File: config.mk
export PLATFORM = sky130hd
export DESIGN_NAME = ede_cell
export DESIGN_NICKNAME = d
export VERILOG_FILES = /design/src/design/edit_distance_engine_core_macros.svh /design/src/design/ede_pkg.sv /design/src/design/ede_cell.sv
export SDC_FILE = /design/constraint.sdc
export NUM_CORES = 1
export LEC_CHECK = 0
export ABC_CLOCK_PERIOD_IN_PS = 8900
export BUFFER_PORTS_ARGS = -buffer_cell sky130_fd_sc_hd__buf_2
export CAP_MARGIN = 30
export CORE_MARGIN = 4
export CORE_UTILIZATION = 52
export DETAILED_ROUTE_END_ITERATION = 12
export GPL_TIMING_DRIVEN = 1
export PLACE_DENSITY = 0.8
export SLEW_MARGIN = 0
export SYNTH_ARGS = -nofsm -noshare
export SYNTH_HDL_FRONTEND = slang
export SYNTH_SLANG_ARGS = --single-unit
File: constraint.sdc
create_clock -name clock -period 8.9 [get_ports clock]
set_input_delay 2.67 -clock clock [delete_from_list [all_inputs] [get_ports clock]]
set_output_delay 2.67 -clock clock [all_outputs]
set_load 0.02 [all_outputs]
File: src/design/edit_distance_engine_core_macros.svh
// Assertion macros shared by the edit distance engine RTL.
// Needs nothing else; included by files that carry concurrent checks.
`ifndef EDIT_DISTANCE_ENGINE_CORE_MACROS_SVH
`define EDIT_DISTANCE_ENGINE_CORE_MACROS_SVH

// same-cycle implication
`define EDE_ASSERT_NOW(label, clk, rst, ante, cons, msg) \
   label: assert property (@(posedge clk) disable iff (rst) (ante) |-> (cons)) \
      else $error(msg);

// next-cycle implication
`define EDE_ASSERT_NEXT(label, clk, rst, ante, cons, msg) \
   label: assert property (@(posedge clk) disable iff (rst) (ante) |=> (cons)) \
      else $error(msg);

`endif

File: src/design/ede_pkg.sv
// Shared types and codes for the edit distance engine.
// No dependencies; used by ede_cell and edit_distance_engine_core.
package ede_pkg;

   typedef enum logic [1:0] {
      ACT_LOAD    = 2'd0,
      ACT_PROCESS = 2'd1,
      ACT_REPORT  = 2'd2
   } action_type;

   // broadcast from the controller to every cell
   typedef struct packed {
      logic       load;
      logic       clear;
      logic [7:0] symbol;
   } cell_ctl_type;

   // tag that rides along with the wavefront
   typedef struct packed {
      logic       valid;
      logic [7:0] sym;
   } wave_tag_type;

endpackage

File: src/design/ede_cell.sv
// One column of the distance row: stores a second-word symbol and its distance.
// Depends on ede_pkg; instantiated in a chain by edit_distance_engine_core.
module ede_cell #(
   parameter int DW = 9,
   parameter int LW = 7,
   parameter int J  = 1
) (
   input  logic                 clock,
   input  logic                 reset,
   input  ede_pkg::cell_ctl_type ctl_i,
   input  logic [LW-1:0]        load_idx_i,
   input  ede_pkg::wave_tag_type tag_i,
   input  logic [DW-1:0]        left_i,
   input  logic [DW-1:0]        diag_i,
   output ede_pkg::wave_tag_type tag_o,
   output logic [DW-1:0]        left_o,
   output logic [DW-1:0]        diag_o
);
   import ede_pkg::*;

   localparam logic [DW-1:0] INIT = DW'(J);
   localparam logic [LW-1:0] SLOT = LW'(J - 1);

   logic [7:0]    sym_ff, sym_in;
   logic          active_ff, active_in;
   logic [DW-1:0] value_ff, value_in;
   wave_tag_type  tag_ff, tag_in;
   logic [DW-1:0] wleft_ff, wleft_in;
   logic [DW-1:0] wdiag_ff, wdiag_in;

   logic [DW-1:0] min_lu, min_all, cost;
   logic          hit;

   always_comb begin
      hit     = (sym_ff == tag_i.sym);
      min_lu  = (left_i < value_ff) ? left_i : value_ff;
      min_all = (min_lu < diag_i) ? min_lu : diag_i;
      cost    = hit ? diag_i : (min_all + DW'(1));
   end

   always_comb begin
      value_in  = value_ff;
      active_in = active_ff;
      sym_in    = sym_ff;
      if (ctl_i.clear) begin
         value_in  = INIT;
         active_in = 1'b0;
      end else begin
         if (tag_i.valid && active_ff) begin
            value_in = cost;
         end
         if (ctl_i.load && (load_idx_i == SLOT)) begin
            active_in = 1'b1;
            sym_in    = ctl_i.symbol;
         end
      end
      tag_in   = tag_i;
      // columns past the second word just forward the left value
      wleft_in = active_ff ? cost : left_i;
      wdiag_in = value_ff;
   end

   always_ff @(posedge clock) begin
      if (reset) begin
         active_ff    <= 1'b0;
         value_ff     <= INIT;
         tag_ff.valid <= 1'b0;
      end else begin
         active_ff    <= active_in;
         value_ff     <= value_in;
         tag_ff.valid <= tag_in.valid;
      end
      tag_ff.sym <= tag_in.sym;
      sym_ff     <= sym_in;
      wleft_ff   <= wleft_in;
      wdiag_ff   <= wdiag_in;
   end

   assign tag_o  = tag_ff;
   assign left_o = wleft_ff;
   assign diag_o = wdiag_ff;

endmodule

==> impl_metrics.py, run 1 <==
metrics = {
    "run_status": {
        "status": "complete, no violations",
    },
    "finish": {
        "syn_to_final_growth_pct": 20.38,
        "layout-drive-gt1-share_pct": 30.59,
        "antennaDiodeCount": 0,
        "fin_nets": 402,
        "fin_util_pct": 64.48,
    },
    "floorplanning": {
        "die_w_um": 77.75,
        "die-area_um2": 6045,
        "ios": 73,
        "start_util_pct": 53.56,
        "core_region_area_um2": 4723,
        "row_count": 25,
        "die_h_um": 77.75,
    },
    "global_routing": {
        "grt_pass1_wl_um": 10030,
        "overflow": 0,
        "grt_max_degree": 19,
        "grt.total_usage_pct": 20.75,
        "grt_pass1_vias": 2019,
        "antenna_found_initial": 0,
    },
    "worst_setup_path": {
        "slowest_stage": "or2_1",
        "cp_cell_sequence": "buf_2 > ha_1 > nand4_1 > o311ai_1 > or2_1 > mux2_2 > ha_1 > a2111oi_4 > o21ai_2 > a2111oi_0 > o21ai_0 > o211ai_2 > nand2_1 > o21ai_0 > ha_1 > o21ai_0 > o311ai_0 > a211oi_2 > a21oi_1",
        "r2r.worst_path.cells": 19,
        "critPathBufInv": 1,
        "crit_arrival_ns": 8.37,
        "critical_path_peak_fanout": 18,
        "critPathLaunchType": "primary input",
        "cp.depth": 19,
        "crit_type": "primary input to flop",
        "startpoint": "left_i[6]",
        "reg2reg_from": "value_ff[6]",
        "endpoint_kind": "flop",
        "cp_top_family": "compound AO/OA/AOI/OAI gates",
        "critPathRequiredTime_ns": 9.14,
        "cpPeakStageDelay_ns": 0.63,
    },
    "hold_path": {
        "min_path_cells": 0,
        "hp-class": "flop to flop",
        "min_from": "value_ff[5]",
    },
    "clock_tree": {
        "cts_buffers": 5,
        "cts_root_buf": "clkbuf_8",
        "ctsHoldBuffers": 0,
        "post_cts_buffers": 0,
        "cts.sinks": 45,
        "ctsResizeCount": 0,
        "clockBufferDepth": 2,
        "clock_latency_ns": 0.30,
        "path_clk_slew_ns": 0.08,
        "cts_htree_levels": 2,
        "tritoncts": "built",
    },
    "synthesis": {
        "synth_top_cell_by_area": "dfxtp_1",
        "synthArstFlopShare_pct": 0,
        "synth_edf_count": 8,
        "syn_area_um2": 2530,
        "synth_mux_area_share_pct": 7.616,
        "synth_area_leaders": "dfxtp_1 (29%), edfxtp_1 (9.5%), ha_1 (8.4%), mux2_2 (4.0%), a21oi_1 (3.6%)",
        "synth_top_family_by_area": "compound AO/OA/AOI/OAI gates",
        "synth_area_per_cell_um2": 9.475,
        "synth_adder_area_share_pct": 8.408,
        "ys.warnings.count": 0,
        "synth_compound_area_share_pct": 18.89,
        "ys_seq_elements": 45,
        "synth_cells": 267,
        "yosysUniqueCellTypes": 57,
        "netlist.area_leader.share_pct": 29.28,
        "synth_nets": 330,
        "synth-xor-area-share_pct": 4.154,
        "seq_area_frac_synth_pct": 38.77,
        "synthFlopType": "dfxtp_1",
        "yosys.area_share.simple_pct": 17.16,
    },
    "power": {
        "p_sw_share_pct": 26.46,
        "intPower_mw": 0.3278,
        "combPwrFrac_pct": 17.5,
        "p_leak_nw": 1.347,
        "seqPwrFrac_pct": 47.6,
        "switchingPower_mw": 0.1179,
        "cellPowerDensity_nw_per_um2": 146.3,
        "clock_power_share_pct": 34.9,
        "ir_worst_vdd_v": 0.00007736,
    },
    "sta": {
        "fin_ws_ns": 0.7696,
        "fin_setup_tns_ns": 0,
        "hold_violations": 0,
        "period_share_pct": 91.35,
        "fmax_ghz": 0.1230,
        "tightest_slew_ns": 0.7811,
        "finClkSkew_ns": 0.004070,
        "rsz0062_at_grt": "false",
        "setup_viol": 0,
        "maxSlewViolCount": 0,
        "relSlewSlack_pct": 47.77,
        "min_period_ns": 8.130,
    },
    "drt": {
        "routed_wl_um": 6337,
        "dr.first_iter.drc_count": 182,
        "vias": 2299,
        "first_pass_iters": 5,
        "via_per_inst": 5.649,
        "wl_per_cell_um": 15.57,
        "route.detailed.drc": 0,
        "ant_nets": 0,
    },
    "place": {
        "dpl.hpwl_um": 4948,
        "port_buffers": 72,
        "place_ws_ns": 0.6050,
        "place.gp.congestion": 0.9506,
    },
    "job": {
        "max-cap-violations": 0,
    },
}
[registers in the layout, indices dropped and copies added (netlist names)]
name       count
active_ff      1
diag_o         9
left_o         9
sym_ff         8
tag_o          9
value_ff       9
[power by group through the flow]
stage | combinational, mW | sequential [mW] | clock (mW)
after detailed placement | 0.0767 | 0.217 | 0
final | 0.0782 | 0.212 | 0.155
after floorplan | 0.0439 | 0.223 | 0
after global placement | 0.0758 | 0.217 | 0
after global routing | 0.0854 | 0.213 | 0.167
after CTS | 0.0773 | 0.212 | 0.155
[kinds of logic after synthesis]
kind of cell | after synthesis
xor gates and xnor gates | 12
and+or+nand+nor | 81
AOI/OAI and AO/OA | 65
DFF | 45
buffers and inverters | 29
muxes | 18
adders and majority gates | 17
[synth_stat cells (3+ instances only)]
library cell / instances
or3_1: 3
a211oi_1: 6
a31oi_1: 3
nor4b_1: 3
mux2_2: 9
mux2i_1: 8
inv_1: 21
nand4_1: 10
o21ai_0: 13
dfxtp_1: 37
clkbuf_1: 4
nand2_1: 19
edfxtp_1: 8
xnor2_1: 10
ha_1: 17
nor2_1: 16
nor3_1: 8
nand3_1: 4
a21oi_1: 18
[layer usage]
metal | GRT usage, % | vias to the layer above | part of all wire, %
met5 | 0 | - | 0
met4 | 5.872 | 0 | 1.2
met3 | 3.016 | 8 | 6.8
met2 | 33.30 | 89 | 48
met1 | 28.93 | 1078 | 44
li1 | - | 1124 | -
[worst paths after layout]
check              endpoint  slack (ns)
hold / removal    diag_o[5]        0.39
setup reg to reg  left_o[8]        2.79
setup / recovery  left_o[8]        0.77
hold reg to reg   diag_o[5]        0.39
[metrics by stage]
step / instance area [µm²] / total power, mW / std cells / hold slack (ns)
2_1_floorplan: 2530 / 0.2667 / 267 / 0.3572
4_1_cts: 3045 / 0.4447 / 407 / 0.3867
3_3_place_gp: 2934 / 0.2926 / 399 / 0.3745
5_1_grt: 3045 / 0.4647 / 407 / 0.4037
3_5_place_dp: 2934 / 0.2936 / 399 / 0.3743
6_report: 3045 / 0.4457 / 407 / 0.3885
[layout by cell type, fill, tap and decap left out, drive strengths merged, types with 10 or more instances in the layout]
cell / synthesis / layout
nor2: 16 / 16
nand4: 10 / 10
buf: 4 / 73
ha: 17 / 17
a21oi: 19 / 19
mux2: 10 / 10
dfxtp: 37 / 37
o21ai: 15 / 15
inv: 21 / 22
xnor2: 10 / 10
nand2: 20 / 20
[area by class of cell]
| class | instances | area, µm² |
|---|---|---|
| repair buffers | 73 | 367.9 |
| inverters | 21 | 78.83 |
| flip-flops and latches | 45 | 980.9 |
| multi-input cells | 193 | 1423 |
| well taps | 67 | 83.83 |
| clock inverters | 2 | 38.79 |
| fillers | 401 | 1678 |
| clock buffers | 6 | 72.57 |
[worst reg2reg max path: cells and delay by family (launching register included)]
kind	cells	cell delay (ns)
fa+ha+maj	3	1.05
mux	1	0.43
buf+inv	1	0.07
simple gates	3	0.85
flops	1	0.43
compound gates	11	3.21
Power figures use the tool's default switching activity.
==> run 2: changes to the inputs <==
ABC_CLOCK_PERIOD_IN_PS = 9450   (was 8900)
CORE_UTILIZATION = 50   (was 52)
PLACE_DENSITY = 0.77   (was 0.8)
clock period = 9.45 ns   (was 8.9 ns; I/O delays follow)
==> impl_metrics.py, run 2 (synthesis gave the netlist of run 1 again) <==
metrics = {
    "run_status": {
        "status": "complete, no violations",
    },
    "global_routing": {
        "overflow": 0,
        "grt.total_usage_pct": 21.65,
        "grt_pass1_vias": 2150,
        "grt_pass1_wl_um": 10540,
        "grt_max_degree": 19,
        "antenna_found_initial": 0,
    },
    "power": {
        "cellPowerDensity_nw_per_um2": 131.8,
        "ir_worst_vdd_v": 0.00006312,
        "p_leak_nw": 1.340,
    },
    "drt": {
        "dr.first_iter.drc_count": 164,
        "routed_wl_um": 6610,
        "vias": 2318,
        "first_pass_iters": 5,
        "route.detailed.drc": 0,
        "ant_nets": 0,
        "wl_per_cell_um": 16.24,
        "via_per_inst": 5.695,
    },
    "sta": {
        "maxSlewViolCount": 0,
        "period_share_pct": 85.96,
        "hold_violations": 0,
        "tightest_slew_ns": 0.7422,
        "min_period_ns": 8.123,
        "setup_viol": 0,
        "fin_setup_tns_ns": 0,
        "relSlewSlack_pct": 50.37,
        "rsz0062_at_grt": "false",
        "finClkSkew_ns": 0.009415,
        "fmax_ghz": 0.1231,
    },
    "finish": {
        "fillerInstances": 444,
        "antennaDiodeCount": 0,
        "multi_input_area_um2": 1423,
        "mostFrequentLayoutCell": "buf_2",
        "layout-drive-gt1-share_pct": 30.88,
        "final_cell_mix": "buf_2 (72), dfxtp_1 (37), inv_1 (21)",
        "fin_cells": 407,
        "syn_to_final_growth_pct": 20.03,
        "fin_nets": 402,
        "ff_latch_area_um2": 980.9,
        "fin_area_um2": 3037,
    },
    "clock_tree": {
        "cts_buffers": 5,
        "ctsResizeCount": 0,
        "tritoncts": "built",
        "cts.sinks": 45,
        "clock_latency_ns": 0.30,
        "cts_htree_levels": 2,
        "path_clk_slew_ns": 0.08,
        "ctsHoldBuffers": 0,
        "clockBufferDepth": 2,
        "cts_root_buf": "clkbuf_8",
        "post_cts_buffers": 0,
    },
    "worst_setup_path": {
        "endpoint_kind": "flop",
        "reg2reg_slack_ns": 3.45,
        "critPathRequiredTime_ns": 9.68,
        "crit_type": "primary input to flop",
        "critPathLaunchType": "primary input",
        "critical_path_peak_fanout": 18,
        "reg2reg_from": "value_ff[6]",
        "crit_arrival_ns": 8.35,
        "startpoint": "left_i[8]",
    },
    "floorplanning": {
        "start_util_pct": 52.52,
        "row_count": 25,
        "ios": 73,
        "die_w_um": 79.13,
        "die_h_um": 79.13,
        "core_region_area_um2": 4817,
        "die-area_um2": 6262,
    },
    "hold_path": {
        "min_from": "value_ff[5]",
        "hp-class": "flop to flop",
    },
    "place": {
        "dpl.hpwl_um": 5216,
        "place.gp.congestion": 0.9379,
        "placed_cells": 399,
        "port_buffers": 72,
        "post_dp_cell_area_um2": 2938,
    },
    "job": {
        "max-cap-violations": 0,
    },
}
-- run 2: cell types whose count changed in the layout (fill, tap and decap cells not counted), sizes merged --
cell / previous run / this run
bufinv: 1 / 0
clkinvlp: 0 / 1
-- run 2: path summary, 6_finish.rpt --
check	end	cells after the start
setup / recovery	left_o[8]	19
setup reg to reg	left_o[8]	19
hold / removal	diag_o[5]	0
hold reg to reg	diag_o[5]	0
-- run 2: report_power, final --
| group | total, mW | switching (mW) | internal (mW) |
|---|---|---|---|
| sequential | 0.200 | 0.000969 | 0.199 |
| combinational | 0.0746 | 0.0446 | 0.0300 |
| clock | 0.126 | 0.0655 | 0.0602 |
| total | 0.400 | 0.111 | 0.289 |
-- run 2: critical path, stage by stage --
cell and delay [ns]:
buf_2 0.12, ha_1 0.31, nand4_1 0.14, o311ai_1 0.45, or2_1 0.62, mux2_2 0.44
ha_1 0.33, a2111oi_4 0.30, o21ai_2 0.13, a2111oi_0 0.47, o21ai_0 0.19, o211ai_2 0.32
nand2_1 0.09, o21ai_0 0.11, ha_1 0.41, o21ai_0 0.27, o311ai_0 0.44, a211oi_2 0.17
a21oi_1 0.18
-- run 2: cell type report --
type / instances / area share [%]
sequential: 45 / 32.30
timing repair buffer: 73 / 12.24
clock inverter: 2 / 0.5356
inverter: 21 / 2.596
multi-input combinational: 193 / 46.85
clock buffer: 6 / 2.719
tap: 67 / 2.761
-- run 2: through the flow --
stage	setup slack [ns]	hold WS, ns	util (%)	power, mW
after floorplan	1.937	0.3572	-	0.2511
after global placement	1.150	0.3797	60.75	0.2766
after detailed placement	1.104	0.3839	60.99	0.2778
after CTS	1.371	0.3962	63.04	0.4012
after global routing	0.7698	0.4188	63.04	0.4177
final	1.327	0.3980	63.04	0.4002
-- run 2: per-layer routing --
| metal | up-vias | part of all wire, % | global-route usage, % |
|---|---|---|---|
| met5 | - | 0 | 0 |
| met4 | 0 | 2.8 | 8.763 |
| met3 | 15 | 7.5 | 3.968 |
| met2 | 106 | 47 | 35.35 |
| met1 | 1071 | 43 | 28.12 |
| li1 | 1126 | - | - |
==> run 3: changes to the inputs <==
--- a/config.mk
+++ b/config.mk
@@ -14,4 +14,4 @@
 export GPL_TIMING_DRIVEN = 1
+export MAX_ROUTING_LAYER = met4
 export PLACE_DENSITY = 0.77
-export SLEW_MARGIN = 0
 export SYNTH_ARGS = -nofsm -noshare
==> constraint.sdc (replaced) <==
create_clock -name clock -period 9.45 [get_ports clock]
set_input_delay 0 -clock clock [delete_from_list [all_inputs] [get_ports clock]]
set_output_delay 0 -clock clock [all_outputs]
set_load 0.02 [all_outputs]
==> impl_metrics.py, run 3 (synthesis gave the netlist of run 1 again) <==
metrics = {
    "run_status": {
        "status": "complete, no violations",
    },
    "power": {
        "clock_power_share_pct": 28.5,
        "switchingPower_mw": 0.1092,
        "cellPowerDensity_nw_per_um2": 122.1,
        "ir_worst_vdd_v": 0.00006436,
        "intPower_mw": 0.2856,
        "seqPwrFrac_pct": 50.6,
        "p_sw_share_pct": 27.65,
        "combPwrFrac_pct": 20.8,
        "p_leak_nw": 1.425,
    },
    "finish": {
        "fillerInstances": 412,
        "layout-drive-gt1-share_pct": 29.09,
        "mostFrequentLayoutCell": "buf_2",
        "antennaDiodeCount": 0,
        "final_cell_mix": "buf_2 (72), dfxtp_1 (37), inv_1 (21), dlygate4sd3_1 (21), nand2_1 (19)",
        "syn_to_final_growth_pct": 27.84,
        "ff_latch_area_um2": 980.9,
        "fin_nets": 423,
        "multi_input_area_um2": 1423,
    },
    "clock_tree": {
        "clockBufferDepth": 2,
        "tritoncts": "built",
        "post_cts_buffers": 0,
        "cts_buffers": 5,
        "clock_latency_ns": 0.29,
        "ctsResizeCount": 0,
        "cts.sinks": 45,
        "cts_root_buf": "clkbuf_8",
        "path_clk_slew_ns": 0.08,
        "cts_htree_levels": 2,
    },
    "hold_path": {
        "whs_endpoint": "left_o[7]",
        "hp-class": "primary input to flop",
        "min_from": "left_i[7]",
        "min_path_cells": 3,
    },
    "floorplanning": {
        "die_w_um": 79.13,
        "ios": 73,
        "die-area_um2": 6262,
        "die_h_um": 79.13,
        "row_count": 25,
        "core_region_area_um2": 4817,
        "start_util_pct": 52.52,
    },
    "place": {
        "place_ws_ns": 3.737,
        "place.gp.congestion": 1.082,
        "port_buffers": 72,
        "dpl.hpwl_um": 5138,
    },
    "global_routing": {
        "antenna_found_initial": 0,
        "overflow": 0,
        "grt_max_degree": 19,
        "grt_pass1_vias": 2268,
        "grt_pass1_wl_um": 11260,
        "grt.total_usage_pct": 23.51,
    },
    "drt": {
        "via_per_inst": 5.706,
        "ant_nets": 0,
        "dr.first_iter.drc_count": 215,
        "vias": 2442,
        "routed_wl_um": 6968,
        "route.detailed.drc": 0,
        "first_pass_iters": 5,
        "wl_per_cell_um": 16.28,
    },
    "worst_setup_path": {
        "critical_path_peak_fanout": 18,
        "endpoint_kind": "flop",
        "regToRegEndpoint": "left_o[8]",
        "reg2reg_from": "value_ff[6]",
        "crit_arrival_ns": 6.07,
        "critPathRequiredTime_ns": 9.68,
        "r2r.worst_path.cells": 20,
        "startpoint": "value_ff[6]",
        "critPathLaunchType": "flop",
        "reg2reg_slack_ns": 3.60,
        "crit_type": "flop to flop",
    },
    "sta": {
        "fin_setup_tns_ns": 0,
        "relSlewSlack_pct": 49.01,
        "maxSlewViolCount": 0,
        "fmax_ghz": 0.1710,
        "tightest_slew_ns": 0.7626,
        "finClkSkew_ns": 0.005516,
        "min_period_ns": 5.848,
        "hold_violations": 0,
        "fin_ws_ns": 3.602,
        "period_share_pct": 61.88,
        "setup_viol": 0,
        "rsz0062_at_grt": "false",
    },
    "job": {
        "max-cap-violations": 0,
    },
}
[run 3: routing by layer]
metal / track usage (%) / part of all wire (%) / vias to the layer above
met2: 39.14 / 49 / 116
met3: 3.061 / 6.8 / 11
met1: 29.81 / 43 / 1140
met4: 7.216 / 1.5 / 0
met5: - / 0 / -
li1: - / - / 1175
[run 3: worst max-delay path by stage]
stage,end,cells past startpoint
6_report,left_o[8],20
5_1_grt,left_o[8],20
4_1_cts,left_o[8],19
3_5_place_dp,left_o[8],19
3_3_place_gp,left_o[8],20
2_1_floorplan,left_o[6],23
[run 3: stage by stage]
stage / utilization, % / cells / hold WS, ns / instance area (µm²) / power, mW
CTS: 67.14 / 428 / 0.002545 / 3234 / 0.3965
global route: 67.14 / 428 / 0.005956 / 3234 / 0.4125
floorplan: - / 267 / 0.02772 / 2530 / 0.2511
finish: 67.14 / 428 / 0.005573 / 3234 / 0.3948
global placement: 60.75 / 398 / 0.1282 / 2927 / 0.2766
detailed placement: 60.99 / 399 / 0.1288 / 2938 / 0.2781
[run 3: area by class of cell]
type                            instances  area share (%)
Multi-Input combinational cell        193           43.98
Sequential cell                        45           30.33
Timing Repair Buffer                   94           17.99
Tap cell                               67           2.592
Inverter                               21           2.437
Clock buffer                            5           2.128
Clock inverter                          3          0.5416
[run 3: worst max-delay path, cell delays in order (launching register included)]
cell	delay [ns]
dfxtp_1	0.43
inv_1	0.07
ha_1	0.29
nand4_1	0.12
o311ai_1	0.40
or2_1	0.62
mux2i_1	0.38
inv_1	0.15
ha_1	0.33
a21oi_1	0.23
o21ai_2	0.13
a2111oi_0	0.41
o21ai_0	0.19
o211ai_2	0.33
nand2_1	0.09
o21ai_0	0.11
ha_1	0.41
o21ai_0	0.25
o311ai_0	0.48
a211oi_2	0.18
a21oi_1	0.19
[run 3: power by group through the flow]
| stage | registers [mW] | logic, mW | clock network (mW) |
|---|---|---|---|
| floorplan | 0.210 | 0.0413 | 0 |
| global placement | 0.204 | 0.0723 | 0 |
| detailed placement | 0.204 | 0.0737 | 0 |
| CTS | 0.200 | 0.0811 | 0.116 |
| global route | 0.200 | 0.0899 | 0.122 |
| finish | 0.200 | 0.0823 | 0.113 |
[run 3: timing repair]
action / CTS / global route
hold buffers: 21 / 0
hold endpoints to repair: 21 / 0
setup endpoints to repair: 0 / 0
